`config.mk`:
```
export PLATFORM = sky130hd
export DESIGN_NAME = cubic_bezier_ease_top_flat
export DESIGN_NICKNAME = d
export VERILOG_FILES = /design/src/rtl/core/cbe_pkg.sv /design/src/rtl/core/cbe_intf.sv /design/src/rtl/core/cbe_mul.sv /design/src/rtl/core/cbe_div.sv /design/src/rtl/core/cbe_ctrl.sv /design/src/rtl/core/cubic_bezier_ease_top.sv /design/src/flat_wrapper.sv
export SDC_FILE = /design/constraint.sdc
export NUM_CORES = 2
export LEC_CHECK = 0
export ABC_AREA = 1
export BUFFER_PORTS_ARGS = -buffer_cell sky130_fd_sc_hd__buf_2
export CAP_MARGIN = 15
export CORE_MARGIN = 5
export CORE_UTILIZATION = 40
export DETAILED_ROUTE_END_ITERATION = 6
export PLACE_DENSITY_LB_ADDON = 0.2
export SLEW_MARGIN = 15
export SYNTH_ARGS = -nofsm -noshare
export SYNTH_HDL_FRONTEND = slang
export SYNTH_SLANG_ARGS = --single-unit
```
`constraint.sdc`:
```
create_clock -name clock -period 10.53 [get_ports clock]
set_input_delay 2.106 -clock clock [delete_from_list [all_inputs] [get_ports clock]]
set_output_delay 2.106 -clock clock [all_outputs]
set_load 0.005 [all_outputs]
```
`src/rtl/core/cbe_pkg.sv`:
```
`timescale 1ns / 1ps
// ----------------------------------------------------------------------------
// cbe_pkg
// Shared constants, types and helpers for the cubic Bezier easing block.
// ----------------------------------------------------------------------------
package cbe_pkg;

   localparam int FRAC_BITS     = 16;
   localparam int QW            = FRAC_BITS + 1;
   localparam int IFRAC         = 30;
   localparam int TW            = IFRAC + 1;
   localparam int IW            = 40;
   localparam int SH            = IFRAC - FRAC_BITS;
   localparam int SAMPLE_POINTS = 11;
   localparam int NEWTON_STEPS  = 8;
   localparam int SIDX_W        = $clog2(SAMPLE_POINTS);
   localparam int NCNT_W        = $clog2(NEWTON_STEPS + 1);
   localparam int MUL_LO        = IW / 2;
   localparam int MUL_HI        = IW - MUL_LO;
   localparam int PROD_W        = IW + TW;
   localparam int MAG_W         = 64;
   localparam int DCNT_W        = $clog2(MAG_W + 1);
   localparam int SAT_BIT       = IW - 2;
   localparam int CSR_IDX_W     = 4;

   localparam logic [QW-1:0] QONE = QW'(1) << FRAC_BITS;
   localparam logic [TW-1:0] IONE = TW'(1) << IFRAC;

   localparam logic [CSR_IDX_W-1:0] REG_CTRL1_X = CSR_IDX_W'(0);
   localparam logic [CSR_IDX_W-1:0] REG_CTRL1_Y = CSR_IDX_W'(1);
   localparam logic [CSR_IDX_W-1:0] REG_CTRL2_X = CSR_IDX_W'(2);
   localparam logic [CSR_IDX_W-1:0] REG_CTRL2_Y = CSR_IDX_W'(3);

   localparam logic [QW-1:0] CTRL1_X_RESET = QW'(16384);
   localparam logic [QW-1:0] CTRL1_Y_RESET = QW'(6554);
   localparam logic [QW-1:0] CTRL2_X_RESET = QW'(16384);
   localparam logic [QW-1:0] CTRL2_Y_RESET = QW'(65536);

   typedef logic [TW-1:0] samp_t_arr_type [SAMPLE_POINTS];

   function automatic samp_t_arr_type gen_sample_t();
      samp_t_arr_type r;
      longint v;
      for (int i = 0; i < SAMPLE_POINTS; i++) begin
         v = (longint'(i) * (longint'(1) << IFRAC) + (SAMPLE_POINTS - 1) / 2)
             / (SAMPLE_POINTS - 1);
         r[i] = TW'(v);
      end
      return r;
   endfunction

   localparam samp_t_arr_type SAMPLE_T = gen_sample_t();

   typedef enum logic [3:0] {
      ST_IDLE,
      ST_EV_M1,
      ST_EV_M2,
      ST_EV_M3,
      ST_EV_M4,
      ST_SAMP_CHK,
      ST_LIN_CHK,
      ST_LIN_MUL,
      ST_LIN_DIV,
      ST_NEWT_CHK,
      ST_NEWT_DIV,
      ST_OUT
   } state_type;

   typedef enum logic [1:0] {PH_SAMPLE, PH_NEWTON, PH_EASE} phase_type;

   typedef enum logic [1:0] {MS_IDLE, MS_LO, MS_HI} mul_stage_type;

   typedef struct packed {
      logic [QW-1:0] ctrl1_x;
      logic [QW-1:0] ctrl1_y;
      logic [QW-1:0] ctrl2_x;
      logic [QW-1:0] ctrl2_y;
   } cfg_type;

   typedef struct packed {
      logic                 start;
      logic signed [IW-1:0] a;
      logic [TW-1:0]        b;
   } mul_req_type;

   typedef struct packed {
      logic                 done;
      logic                 neg;
      logic [PROD_W-1:0]    prod;
      logic signed [IW-1:0] rnd;
   } mul_rsp_type;

   typedef struct packed {
      logic             start;
      logic             n_neg;
      logic [MAG_W-1:0] n_mag;
      logic             d_neg;
      logic [IW-1:0]    d_mag;
   } div_req_type;

   typedef struct packed {
      logic                 done;
      logic signed [IW-1:0] quo;
   } div_rsp_type;

   typedef struct packed {
      logic signed [IW-1:0] a;
      logic signed [IW-1:0] b;
      logic signed [IW-1:0] c;
   } poly_type;

   function automatic logic signed [IW-1:0] to_internal(input logic [QW-1:0] v);
      logic [QW-1:0] c;
      c = (v > QONE) ? QONE : v;
      return $signed(IW'(c) << SH);
   endfunction

   function automatic poly_type make_poly(input logic signed [IW-1:0] p1,
                                          input logic signed [IW-1:0] p2);
      poly_type r;
      r.c = p1 + (p1 <<< 1);
      r.b = p2 + (p2 <<< 1) - (p1 <<< 1) - (p1 <<< 2);
      r.a = $signed(IW'(IONE)) - r.c - r.b;
      return r;
   endfunction

   function automatic logic [TW-1:0] clamp_unit(input logic signed [IW:0] v);
      logic [TW-1:0] r;
      if (v[IW])
         r = '0;
      else if (v[IW-1:0] > IW'(IONE))
         r = IONE;
      else
         r = v[TW-1:0];
      return r;
   endfunction

endpackage

```
`src/rtl/core/cbe_intf.sv`:
```
`timescale 1ns / 1ps
// ----------------------------------------------------------------------------
// cbe_intf
// Request, response and register-write channels of the easing block.
// ----------------------------------------------------------------------------
interface cbe_req_if;
   import cbe_pkg::*;
   logic          valid;
   logic          ready;
   logic [QW-1:0] progress_in;
   modport source (output valid, output progress_in, input ready);
   modport sink (input valid, input progress_in, output ready);
endinterface

interface cbe_rsp_if;
   import cbe_pkg::*;
   logic          valid;
   logic          ready;
   logic [QW-1:0] eased_out;
   modport source (output valid, output eased_out, input ready);
   modport sink (input valid, input eased_out, output ready);
endinterface

interface cbe_csr_if;
   import cbe_pkg::*;
   logic                 valid;
   logic                 ready;
   logic [CSR_IDX_W-1:0] index;
   logic [QW-1:0]        data;
   modport source (output valid, output index, output data, input ready);
   modport sink (input valid, input index, input data, output ready);
endinterface

```
`src/rtl/core/cbe_mul.sv`:
```
`timescale 1ns / 1ps
// ----------------------------------------------------------------------------
// cbe_mul
// Shared signed-by-unsigned multiplier, two half-width passes, Q30 rounding.
// ----------------------------------------------------------------------------
module cbe_mul (
   input  logic                 clock,
   input  logic                 reset,
   input  cbe_pkg::mul_req_type mul_req,
   output cbe_pkg::mul_rsp_type mul_rsp
);
   import cbe_pkg::*;

   localparam logic [PROD_W:0] RHALF = (PROD_W + 1)'(1) << (IFRAC - 1);

   mul_stage_type           stage_ff, stage_in;
   logic                    done_ff, done_in;
   logic                    neg_ff, neg_in;
   logic [IW-1:0]           mag_ff, mag_in;
   logic [TW-1:0]           b_ff, b_in;
   logic [MUL_LO+TW-1:0]    lo_ff, lo_in;
   logic [PROD_W-1:0]       prod_ff, prod_in;
   logic [MUL_HI-1:0]       half;
   logic [MUL_HI+TW-1:0]    part_p;
   logic [PROD_W:0]         rsum;
   logic [IW-1:0]           rmag;

   always_comb begin
      stage_in = stage_ff;
      done_in  = 1'b0;
      neg_in   = neg_ff;
      mag_in   = mag_ff;
      b_in     = b_ff;
      lo_in    = lo_ff;
      prod_in  = prod_ff;
      half     = (stage_ff == MS_LO) ? MUL_HI'(mag_ff[MUL_LO-1:0]) : mag_ff[IW-1:MUL_LO];
      part_p   = half * b_ff;
      case (stage_ff)
         MS_IDLE: begin
            if (mul_req.start) begin
               neg_in   = mul_req.a[IW-1];
               mag_in   = mul_req.a[IW-1] ? IW'(-mul_req.a) : IW'(mul_req.a);
               b_in     = mul_req.b;
               stage_in = MS_LO;
            end
         end
         MS_LO: begin
            lo_in    = (MUL_LO + TW)'(part_p);
            stage_in = MS_HI;
         end
         MS_HI: begin
            prod_in  = PROD_W'(lo_ff) + (PROD_W'(part_p) << MUL_LO);
            done_in  = 1'b1;
            stage_in = MS_IDLE;
         end
         default: stage_in = MS_IDLE;
      endcase
   end

   always_ff @(posedge clock) begin
      if (reset) begin
         stage_ff <= MS_IDLE;
         done_ff  <= 1'b0;
      end else begin
         stage_ff <= stage_in;
         done_ff  <= done_in;
      end
      neg_ff  <= neg_in;
      mag_ff  <= mag_in;
      b_ff    <= b_in;
      lo_ff   <= lo_in;
      prod_ff <= prod_in;
   end

   assign rsum         = {1'b0, prod_ff} + RHALF;
   assign rmag         = rsum[IFRAC +: IW];
   assign mul_rsp.done = done_ff;
   assign mul_rsp.neg  = neg_ff;
   assign mul_rsp.prod = prod_ff;
   assign mul_rsp.rnd  = neg_ff ? -$signed(rmag) : $signed(rmag);

endmodule

```
`src/rtl/core/cbe_div.sv`:
```
`timescale 1ns / 1ps
// ----------------------------------------------------------------------------
// cbe_div
// Shared radix-2 restoring divider, sign-magnitude, truncating, saturated.
// ----------------------------------------------------------------------------
module cbe_div (
   input  logic                 clock,
   input  logic                 reset,
   input  cbe_pkg::div_req_type div_req,
   output cbe_pkg::div_rsp_type div_rsp
);
   import cbe_pkg::*;

   logic [DCNT_W-1:0] cnt_ff, cnt_in;
   logic              done_ff, done_in;
   logic              neg_ff, neg_in;
   logic [MAG_W-1:0]  num_ff, num_in;
   logic [IW-1:0]     den_ff, den_in;
   logic [IW:0]       rem_ff, rem_in;
   logic [IW:0]       rem_sh;
   logic              ge;
   logic              sat;
   logic [IW-1:0]     qmag;

   always_comb begin
      cnt_in  = cnt_ff;
      done_in = 1'b0;
      neg_in  = neg_ff;
      num_in  = num_ff;
      den_in  = den_ff;
      rem_in  = rem_ff;
      rem_sh  = {rem_ff[IW-1:0], num_ff[MAG_W-1]};
      ge      = rem_sh >= {1'b0, den_ff};
      if (cnt_ff == '0) begin
         if (div_req.start) begin
            num_in = div_req.n_mag;
            den_in = div_req.d_mag;
            rem_in = '0;
            neg_in = div_req.n_neg ^ div_req.d_neg;
            cnt_in = DCNT_W'(MAG_W);
         end
      end else begin
         rem_in  = ge ? rem_sh - {1'b0, den_ff} : rem_sh;
         num_in  = {num_ff[MAG_W-2:0], ge};
         cnt_in  = cnt_ff - DCNT_W'(1);
         done_in = (cnt_ff == DCNT_W'(1));
      end
   end

   always_ff @(posedge clock) begin
      if (reset) begin
         cnt_ff  <= '0;
         done_ff <= 1'b0;
      end else begin
         cnt_ff  <= cnt_in;
         done_ff <= done_in;
      end
      neg_ff <= neg_in;
      num_ff <= num_in;
      den_ff <= den_in;
      rem_ff <= rem_in;
   end

   // quotients of 2**SAT_BIT (256.0 in Q30) and above all clamp to that value
   assign sat          = |num_ff[MAG_W-1:SAT_BIT];
   assign qmag         = sat ? (IW'(1) << SAT_BIT) : IW'(num_ff[SAT_BIT-1:0]);
   assign div_rsp.done = done_ff;
   assign div_rsp.quo  = neg_ff ? -$signed(qmag) : $signed(qmag);

endmodule

```
`src/rtl/core/cbe_ctrl.sv`:
```
`timescale 1ns / 1ps
// ----------------------------------------------------------------------------
// cbe_ctrl
// Sequencer: curve sampling, bracketing, linear guess, Newton steps, output.
// ----------------------------------------------------------------------------
module cbe_ctrl (
   input  logic                 clock,
   input  logic                 reset,
   input  cbe_pkg::cfg_type     cfg,
   cbe_req_if.sink              req_if,
   cbe_rsp_if.source            rsp_if,
   output cbe_pkg::mul_req_type mul_req,
   input  cbe_pkg::mul_rsp_type mul_rsp,
   output cbe_pkg::div_req_type div_req,
   input  cbe_pkg::div_rsp_type div_rsp
);
   import cbe_pkg::*;

   localparam logic [TW-1:0] YHALF = TW'(1) << (SH - 1);

   state_type            state_ff, state_in;
   phase_type            phase_ff, phase_in;
   logic                 wait_ff, wait_in;
   logic                 sel_y_ff, sel_y_in;
   logic                 rsp_valid_ff, rsp_valid_in;
   logic [QW-1:0]        rsp_data_ff, rsp_data_in;
   logic signed [IW-1:0] x_ff, x_in;
   logic [TW-1:0]        t_ff, t_in;
   logic [TW-1:0]        base_ff, base_in;
   logic signed [IW-1:0] m1_ff, m1_in;
   logic signed [IW-1:0] acc_ff, acc_in;
   logic signed [IW-1:0] e_ff, e_in;
   logic signed [IW-1:0] d_ff, d_in;
   logic signed [IW-1:0] prev_ff, prev_in;
   logic signed [IW-1:0] x0_ff, x0_in;
   logic signed [IW-1:0] x1_ff, x1_in;
   logic [IW-1:0]        dx_ff, dx_in;
   logic [SIDX_W-1:0]    i_ff, i_in;
   logic [SIDX_W-1:0]    idx_ff, idx_in;
   logic [NCNT_W-1:0]    ncnt_ff, ncnt_in;
   logic                 pneg_ff, pneg_in;
   logic [MAG_W-1:0]     pmag_ff, pmag_in;

   poly_type             px, py, pc;
   logic signed [IW:0]   err;
   logic [IW:0]          err_abs;
   logic signed [IW:0]   dxs;
   logic signed [IW-1:0] slope_a;
   logic [TW-1:0]        t0, t1, ysat, ysum;
   logic                 mul_state, div_state;

   always_comb begin
      px      = make_poly(to_internal(cfg.ctrl1_x), to_internal(cfg.ctrl2_x));
      py      = make_poly(to_internal(cfg.ctrl1_y), to_internal(cfg.ctrl2_y));
      pc      = sel_y_ff ? py : px;
      err     = {e_ff[IW-1], e_ff} - {x_ff[IW-1], x_ff};
      err_abs = err[IW] ? (IW + 1)'(-err) : (IW + 1)'(err);
      dxs     = {x1_ff[IW-1], x1_ff} - {x0_ff[IW-1], x0_ff};
      slope_a = m1_ff + (m1_ff <<< 1) + (pc.b <<< 1);
      t0      = SAMPLE_T[idx_ff];
      t1      = SAMPLE_T[idx_ff + SIDX_W'(1)];
      ysat    = clamp_unit({mul_rsp.rnd[IW-1], mul_rsp.rnd});
      ysum    = ysat + YHALF;

      mul_state = (state_ff == ST_EV_M1) || (state_ff == ST_EV_M2) ||
                  (state_ff == ST_EV_M3) || (state_ff == ST_EV_M4) ||
                  (state_ff == ST_LIN_MUL);
      div_state = (state_ff == ST_LIN_DIV) || (state_ff == ST_NEWT_DIV);
      wait_in   = (mul_state && !mul_rsp.done) || (div_state && !div_rsp.done);

      mul_req.start = mul_state && !wait_ff;
      mul_req.b     = t_ff;
      case (state_ff)
         ST_EV_M1:   mul_req.a = pc.a;
         ST_EV_M4:   mul_req.a = slope_a;
         ST_LIN_MUL: begin
            mul_req.a = x_ff - x0_ff;
            mul_req.b = t1 - t0;
         end
         default:    mul_req.a = acc_ff;
      endcase

      div_req.start = div_state && !wait_ff;
      if (state_ff == ST_LIN_DIV) begin
         div_req.n_neg = pneg_ff;
         div_req.n_mag = pmag_ff;
         div_req.d_neg = 1'b0;
         div_req.d_mag = dx_ff;
      end else begin
         div_req.n_neg = err[IW];
         div_req.n_mag = MAG_W'(err_abs) << IFRAC;
         div_req.d_neg = d_ff[IW-1];
         div_req.d_mag = d_ff[IW-1] ? IW'(-d_ff) : IW'(d_ff);
      end

      state_in     = state_ff;
      phase_in     = phase_ff;
      sel_y_in     = sel_y_ff;
      rsp_valid_in = rsp_valid_ff;
      rsp_data_in  = rsp_data_ff;
      x_in         = x_ff;
      t_in         = t_ff;
      base_in      = base_ff;
      m1_in        = m1_ff;
      acc_in       = acc_ff;
      e_in         = e_ff;
      d_in         = d_ff;
      prev_in      = prev_ff;
      x0_in        = x0_ff;
      x1_in        = x1_ff;
      dx_in        = dx_ff;
      i_in         = i_ff;
      idx_in       = idx_ff;
      ncnt_in      = ncnt_ff;
      pneg_in      = pneg_ff;
      pmag_in      = pmag_ff;

      case (state_ff)
         ST_IDLE: begin
            if (req_if.valid) begin
               x_in     = to_internal(req_if.progress_in);
               t_in     = SAMPLE_T[0];
               i_in     = '0;
               phase_in = PH_SAMPLE;
               sel_y_in = 1'b0;
               state_in = ST_EV_M1;
            end
         end
         ST_EV_M1: begin
            if (mul_rsp.done) begin
               m1_in    = mul_rsp.rnd;
               acc_in   = mul_rsp.rnd + pc.b;
               state_in = ST_EV_M2;
            end
         end
         ST_EV_M2: begin
            if (mul_rsp.done) begin
               acc_in   = mul_rsp.rnd + pc.c;
               state_in = ST_EV_M3;
            end
         end
         ST_EV_M3: begin
            if (mul_rsp.done) begin
               e_in = mul_rsp.rnd;
               case (phase_ff)
                  PH_NEWTON: state_in = ST_EV_M4;
                  PH_SAMPLE: state_in = ST_SAMP_CHK;
                  PH_EASE: begin
                     rsp_data_in  = ysum[SH +: QW];
                     rsp_valid_in = 1'b1;
                     state_in     = ST_OUT;
                  end
                  default: state_in = ST_IDLE;
               endcase
            end
         end
         ST_EV_M4: begin
            if (mul_rsp.done) begin
               d_in     = mul_rsp.rnd + pc.c;
               state_in = ST_NEWT_CHK;
            end
         end
         ST_SAMP_CHK: begin
            if (i_ff == '0) begin
               prev_in  = e_ff;
               i_in     = SIDX_W'(1);
               t_in     = SAMPLE_T[1];
               state_in = ST_EV_M1;
            end else if ((i_ff == SIDX_W'(SAMPLE_POINTS - 1)) || (e_ff > x_ff)) begin
               x0_in    = prev_ff;
               x1_in    = e_ff;
               idx_in   = i_ff - SIDX_W'(1);
               state_in = ST_LIN_CHK;
            end else begin
               prev_in  = e_ff;
               i_in     = i_ff + SIDX_W'(1);
               t_in     = SAMPLE_T[i_ff + SIDX_W'(1)];
               state_in = ST_EV_M1;
            end
         end
         ST_LIN_CHK: begin
            base_in = t0;
            dx_in   = dxs[IW-1:0];
            if (!dxs[IW] && (dxs[IW-1:0] > IW'(1))) begin
               state_in = ST_LIN_MUL;
            end else begin
               t_in     = t0;
               ncnt_in  = '0;
               phase_in = PH_NEWTON;
               state_in = ST_EV_M1;
            end
         end
         ST_LIN_MUL: begin
            if (mul_rsp.done) begin
               pneg_in  = mul_rsp.neg;
               pmag_in  = mul_rsp.prod[MAG_W-1:0];
               state_in = ST_LIN_DIV;
            end
         end
         ST_LIN_DIV: begin
            if (div_rsp.done) begin
               t_in     = clamp_unit($signed((IW + 1)'(base_ff)) +
                                     {div_rsp.quo[IW-1], div_rsp.quo});
               ncnt_in  = '0;
               phase_in = PH_NEWTON;
               state_in = ST_EV_M1;
            end
         end
         ST_NEWT_CHK: begin
            if ((err == '0) || (d_ff == '0)) begin
               sel_y_in = 1'b1;
               phase_in = PH_EASE;
               state_in = ST_EV_M1;
            end else begin
               state_in = ST_NEWT_DIV;
            end
         end
         ST_NEWT_DIV: begin
            if (div_rsp.done) begin
               t_in     = clamp_unit($signed((IW + 1)'(t_ff)) -
                                     {div_rsp.quo[IW-1], div_rsp.quo});
               state_in = ST_EV_M1;
               if (ncnt_ff == NCNT_W'(NEWTON_STEPS - 1)) begin
                  sel_y_in = 1'b1;
                  phase_in = PH_EASE;
               end else begin
                  ncnt_in = ncnt_ff + NCNT_W'(1);
               end
            end
         end
         ST_OUT: begin
            if (rsp_if.ready) begin
               rsp_valid_in = 1'b0;
               state_in     = ST_IDLE;
            end
         end
         default: state_in = ST_IDLE;
      endcase
   end

   always_ff @(posedge clock) begin
      if (reset) begin
         state_ff     <= ST_IDLE;
         phase_ff     <= PH_SAMPLE;
         wait_ff      <= 1'b0;
         sel_y_ff     <= 1'b0;
         rsp_valid_ff <= 1'b0;
         ncnt_ff      <= '0;
         i_ff         <= '0;
      end else begin
         state_ff     <= state_in;
         phase_ff     <= phase_in;
         wait_ff      <= wait_in;
         sel_y_ff     <= sel_y_in;
         rsp_valid_ff <= rsp_valid_in;
         ncnt_ff      <= ncnt_in;
         i_ff         <= i_in;
      end
      rsp_data_ff <= rsp_data_in;
      x_ff        <= x_in;
      t_ff        <= t_in;
      base_ff     <= base_in;
      m1_ff       <= m1_in;
      acc_ff      <= acc_in;
      e_ff        <= e_in;
      d_ff        <= d_in;
      prev_ff     <= prev_in;
      x0_ff       <= x0_in;
      x1_ff       <= x1_in;
      dx_ff       <= dx_in;
      idx_ff      <= idx_in;
      pneg_ff     <= pneg_in;
      pmag_ff     <= pmag_in;
   end

   assign req_if.ready     = (state_ff == ST_IDLE);
   assign rsp_if.valid     = rsp_valid_ff;
   assign rsp_if.eased_out = rsp_data_ff;

`ifndef SYNTHESIS
   a_one_unit: assert property (@(posedge clock) disable iff (reset)
      !(mul_req.start && div_req.start))
      else $error("multiplier and divider started together");
   a_rsp_state: assert property (@(posedge clock) disable iff (reset)
      rsp_valid_ff |-> (state_ff == ST_OUT))
      else $error("response valid outside output state");
   a_t_range: assert property (@(posedge clock) disable iff (reset)
      (state_ff != ST_IDLE) |-> (t_ff <= IONE))
      else $error("curve parameter out of range");
   a_mul_issued: assert property (@(posedge clock) disable iff (reset)
      mul_rsp.done |-> wait_ff)
      else $error("multiplier result without a pending request");
`endif

endmodule

```
`src/rtl/core/cubic_bezier_ease_top.sv`:
```
`timescale 1ns / 1ps
// ----------------------------------------------------------------------------
// cubic_bezier_ease_top
// Cubic Bezier easing curve y(x) with configurable inner control points.
// ----------------------------------------------------------------------------
// Channel   Dir  Handshake     Payload
// req_if    in   valid/ready   progress_in  [16:0] Q16 x
// rsp_if    out  valid/ready   eased_out    [16:0] Q16 y
// csr_if    in   valid/ready   index [3:0], data [16:0]
//
// One request at a time: each curve sample takes three passes of the shared
// multiplier, the linear guess (skipped for a narrow bracket) one multiply
// and a divide, each Newton step four multiplies and a divide, and the eased
// value three multiplies before the output state. The divider's bit-serial
// loop sets most of the time per request.
// Reset is synchronous; the control points return to their defaults.
// req_if.ready is low from acceptance until the response is taken.
// ----------------------------------------------------------------------------
module cubic_bezier_ease_top (
   input  logic      clock,
   input  logic      reset,
   cbe_req_if.sink   req_if,
   cbe_rsp_if.source rsp_if,
   cbe_csr_if.sink   csr_if
);
   import cbe_pkg::*;

   cfg_type     cfg_ff, cfg_in;
   mul_req_type mul_req;
   mul_rsp_type mul_rsp;
   div_req_type div_req;
   div_rsp_type div_rsp;

   always_comb begin
      cfg_in = cfg_ff;
      if (csr_if.valid) begin
         case (csr_if.index)
            REG_CTRL1_X: cfg_in.ctrl1_x = csr_if.data;
            REG_CTRL1_Y: cfg_in.ctrl1_y = csr_if.data;
            REG_CTRL2_X: cfg_in.ctrl2_x = csr_if.data;
            REG_CTRL2_Y: cfg_in.ctrl2_y = csr_if.data;
            default: ;
         endcase
      end
   end

   always_ff @(posedge clock) begin
      if (reset) begin
         cfg_ff.ctrl1_x <= CTRL1_X_RESET;
         cfg_ff.ctrl1_y <= CTRL1_Y_RESET;
         cfg_ff.ctrl2_x <= CTRL2_X_RESET;
         cfg_ff.ctrl2_y <= CTRL2_Y_RESET;
      end else begin
         cfg_ff <= cfg_in;
      end
   end

   assign csr_if.ready = 1'b1;

   cbe_mul u_mul (
      .clock   (clock),
      .reset   (reset),
      .mul_req (mul_req),
      .mul_rsp (mul_rsp)
   );

   cbe_div u_div (
      .clock   (clock),
      .reset   (reset),
      .div_req (div_req),
      .div_rsp (div_rsp)
   );

   cbe_ctrl u_ctrl (
      .clock   (clock),
      .reset   (reset),
      .cfg     (cfg_ff),
      .req_if  (req_if),
      .rsp_if  (rsp_if),
      .mul_req (mul_req),
      .mul_rsp (mul_rsp),
      .div_req (div_req),
      .div_rsp (div_rsp)
   );

endmodule
```
`src/flat_wrapper.sv`:
```
// flat-port wrapper written by rule: the top's interface ports become plain ports
module cubic_bezier_ease_top_flat import cbe_pkg::*;
  (clock, reset, req_if_valid, req_if_progress_in, req_if_ready, rsp_if_valid, rsp_if_eased_out, rsp_if_ready, csr_if_valid, csr_if_index, csr_if_data, csr_if_ready);
  cbe_req_if req_if_i ();
  cbe_rsp_if rsp_if_i ();
  cbe_csr_if csr_if_i ();
  input  logic clock;
  input  logic reset;
  input wire logic [$bits(req_if_i.valid)-1:0] req_if_valid;
  input wire logic [$bits(req_if_i.progress_in)-1:0] req_if_progress_in;
  output wire logic [$bits(req_if_i.ready)-1:0] req_if_ready;
  output wire logic [$bits(rsp_if_i.valid)-1:0] rsp_if_valid;
  output wire logic [$bits(rsp_if_i.eased_out)-1:0] rsp_if_eased_out;
  input wire logic [$bits(rsp_if_i.ready)-1:0] rsp_if_ready;
  input wire logic [$bits(csr_if_i.valid)-1:0] csr_if_valid;
  input wire logic [$bits(csr_if_i.index)-1:0] csr_if_index;
  input wire logic [$bits(csr_if_i.data)-1:0] csr_if_data;
  output wire logic [$bits(csr_if_i.ready)-1:0] csr_if_ready;
  assign req_if_i.valid = req_if_valid;
  assign req_if_i.progress_in = req_if_progress_in;
  assign req_if_ready = req_if_i.ready;
  assign rsp_if_valid = rsp_if_i.valid;
  assign rsp_if_eased_out = rsp_if_i.eased_out;
  assign rsp_if_i.ready = rsp_if_ready;
  assign csr_if_i.valid = csr_if_valid;
  assign csr_if_i.index = csr_if_index;
  assign csr_if_i.data = csr_if_data;
  assign csr_if_ready = csr_if_i.ready;
  cubic_bezier_ease_top u_core (.clock(clock), .reset(reset), .req_if(req_if_i), .rsp_if(rsp_if_i), .csr_if(csr_if_i));
endmodule
```
==> impl_metrics.env <==
export IMPL_drtPass1Iterations=6
export IMPL_min_path_type="flop to flop"
export IMPL_async_reset_ff_frac=0
export IMPL_drt_iter0_drc=7031
export IMPL_layout_nets=12850
export IMPL_antenna_found_initial=24
export IMPL_ant_nets=0
export IMPL_crit_family="adder cells"
export IMPL_gr_total_overflow=0
export IMPL_finalCriticalPeriod_ns=9.948
export IMPL_clock_latency_ns=0.78
export IMPL_htreeDepth=3
export IMPL_crit_end="u_core.u_mul.prod_ff[66]"
export IMPL_drc=0
export IMPL_synth_edf_count=800
export IMPL_fp_dieW_um=483.0
export IMPL_cp_start_kind="flop"
export IMPL_syn2layout_area_growth_pct=9.046
export IMPL_regToRegSetupSlack_ns=0.58
export IMPL_gr_usage_all_layers=0.2848
export IMPL_gp_congestion=0.9857
export IMPL_critPathBufInv=11
export IMPL_die_area_mm2=0.2333
export IMPL_max_stage_delay_ns=0.57
export IMPL_cp_startpoint="u_core.u_mul.stage_ff[0]"
export IMPL_fillers=22710
export IMPL_synthDistinctLibCells=76
export IMPL_cp_required_ns=11.02
export IMPL_vias=79290
export IMPL_tightest_slew_ns=1.225
export IMPL_path_max_fanout=21
export IMPL_ctsRootBufferMaster="clkbuf_16"
export IMPL_ys_warn_count=0
export IMPL_timing_rr_end="u_core.u_mul.prod_ff[66]"
export IMPL_ys_seq_area_frac=0.2900
export IMPL_ioPinCount=63
export IMPL_drive_gt1_frac=0.05156
export IMPL_grt_pass1_wl_mm=497.9
export IMPL_worst_path_stages=41
export IMPL_status="finished clean"
export IMPL_wirelength_mm=339.0
export IMPL_drv_slew=0
export IMPL_wl_per_cell_um=23.15
export IMPL_cts_tree="done"
export IMPL_placed_cells=14430
export IMPL_reg2regPathDepth=41
export IMPL_vias_per_cell=5.416
export IMPL_syn_area_per_cell_um2=7.759
export IMPL_hold_viol_final=0
export IMPL_port_buffers=61
export IMPL_fin_crit_sh=0.9448
export IMPL_cts_buffers=104
export IMPL_crit_slowest_cell="fa_1"
export IMPL_max_cap_viol_count=0
export IMPL_fp_dieH_um=483.0
export IMPL_clock_sinks=896
export IMPL_core_rowCount=173
export IMPL_skew_ns=0.05645
export IMPL_setup_viol=0
export IMPL_arrival_ns=10.43
export IMPL_grt_max_degree=102
export IMPL_synthesis_area_mm2=0.08948
export IMPL_fin_cells=14640
export IMPL_grt_pass1_vias=77180
export IMPL_dp_hpwl_mm=280.3
export IMPL_path_class="flop to flop"
export IMPL_core_mm2=0.2225
export IMPL_maxSlewHeadroom=0.1724
export IMPL_syn_inst=11530
export IMPL_max_freq_ghz=0.1005
export IMPL_ys_ff_latch=896
export IMPL_initial_core_util=0.4021
export IMPL_clk_path_buf_depth=3
export IMPL_end_kind="flop"
export IMPL_ys_flop_type="edfxtp_1"
export IMPL_synth_nets=12810
export IMPL_r2r_start="u_core.u_mul.stage_ff[0]"
export IMPL_path_common_cell="inv_1"
export IMPL_clk_pin_slew_worst_paths_ns=0.07
[Yosys cell counts (58+ instances only)]
master       n  area [µm²]
nor3_1     147       735.7
dfxtp_1     96        1922
nand3b_1    58       435.4
a21oi_1    705        3528
fa_1       590       11810
nand2_1   2541        9538
inv_1     1910        7169
a31oi_1     85       531.8
clkbuf_1   226       848.3
nor2_1    1186        4452
o21ai_0    690        3453
xnor2_1    198        1734
edfxtp_1   800       24020
nand4_1    175        1095
nand3_1    502        2512
xor2_1     355        3109
ha_1       646        8083
[stage by stage]
stage | utilization | setup TNS [ns] | hold slack [ns] | area, µm² | setup slack [ns]
6_report | 0.4385 | 0 | 0.4059 | 97570 | 0.5815
3_5_place_dp | 0.4213 | -0.4043 | 0.4045 | 93740 | -0.2285
5_1_grt | 0.4385 | -0.002724 | 0.4141 | 97570 | -0.002724
3_3_place_gp | 0.4211 | -0.6571 | 0.4004 | 93700 | -0.2924
4_1_cts | 0.4375 | 0 | 0.4052 | 97360 | 0.01577
2_1_floorplan | - | 0 | 0.4003 | 89480 | 0.4608
[layout by cell type, fill, tap and decap left out, types with 146 or more instances in the layout]
| cell | netlist | final |
|---|---|---|
| nand2_1 | 2541 | 2537 |
| inv_1 | 1910 | 1904 |
| nor2_1 | 1186 | 1161 |
| edfxtp_1 | 800 | 800 |
| a21oi_1 | 705 | 703 |
| o21ai_0 | 690 | 676 |
| ha_1 | 646 | 646 |
| fa_1 | 590 | 590 |
| nand3_1 | 502 | 499 |
| xor2_1 | 355 | 354 |
| xnor2_1 | 198 | 198 |
| nand4_1 | 175 | 175 |
| nor3_1 | 147 | 146 |
[cells by family (layout without fill, tap and decap cells)]
family | Yosys count | in the layout | synth area share
AOI/OAI and AO/OA | 1805 | 1806 | 0.1121
xor gates and xnor gates | 554 | 554 | 0.05431
and+or+nand+nor | 4816 | 4816 | 0.2267
buffers and inverters | 2215 | 2337 | 0.09345
other | 1 | 9 | 0.00004191
muxes | 10 | 10 | 0.001133
DFF | 896 | 896 | 0.2900
adders and majority gates | 1236 | 1236 | 0.2223
[worst min path at each step]
stage,to,cells after the start,startpoint,slack (ns)
6_report,u_core.u_ctrl.x0_ff[15],0,u_core.u_ctrl.prev_ff[15],0.41
5_1_grt,u_core.u_ctrl.x0_ff[10],0,u_core.u_ctrl.prev_ff[10],0.41
4_1_cts,u_core.u_ctrl.x0_ff[15],0,u_core.u_ctrl.prev_ff[15],0.41
3_5_place_dp,u_core.u_ctrl.pmag_ff[2],0,u_core.u_mul.prod_ff[2],0.40
3_3_place_gp,u_core.u_ctrl.x0_ff[20],0,u_core.u_ctrl.prev_ff[20],0.40
2_1_floorplan,u_core.u_ctrl.pmag_ff[0],0,u_core.u_mul.prod_ff[0],0.40
[what timing repair did]
item | CTS | global route
setup endpoints to repair | 4 | 43
hold buffers | 0 | 0
cloned | 0 | 1
resized for setup | 4 | 25
buffers inserted | 0 | 7
pin swaps | 0 | 4
[per-layer routing]
metal  wire length [µm]  vias to the layer above  track usage
li1                   -                    37610            -
met1             141400                    38280       0.3692
met2             158900                     2816       0.4772
met3              20150                      573      0.03455
met4              18420                       10       0.1295
met5                 64                        -            0
[final cells by class]
class	count	area, µm²	area share
Sequential cell	896	25950	0.2659
Clock inverter	76	918.4	0.009412
Clock buffer	118	2696	0.02763
Inverter	1931	7254	0.07435
Timing Repair Buffer	212	1572	0.01611
Multi-Input combinational cell	8423	55440	0.5682
Antenna cell	8	20.02	0.0002052
Tap cell	2975	3722	0.03815
[flip-flops by register name (all words and copies together), names as in the netlist, 8 cells and up]
register	flops
u_core.u_ctrl.dx_ff	40
u_core.u_ctrl.e_ff	40
u_core.u_ctrl.pmag_ff	64
u_core.u_ctrl.x1_ff	40
u_core.u_ctrl.m1_ff	40
u_core.u_ctrl.d_ff	40
u_core.u_ctrl.base_ff	8
u_core.u_mul.lo_ff	51
u_core.u_ctrl.x_ff	17
u_core.u_ctrl.rsp_if.eased_out	17
u_core.u_mul.prod_ff	70
u_core.u_mul.mag_ff	40
u_core.u_ctrl.prev_ff	40
u_core.cfg_ff	68
u_core.u_ctrl.t_ff	31
u_core.u_ctrl.x0_ff	40
u_core.u_div.num_ff	64
u_core.u_mul.b_ff	31
u_core.u_div.den_ff	40
u_core.u_div.rem_ff	40
u_core.u_ctrl.acc_ff	40
Power is left out: the tool's default activity adds up to more than one toggle a clock period on the data nets, which glitch-free logic cannot reach.
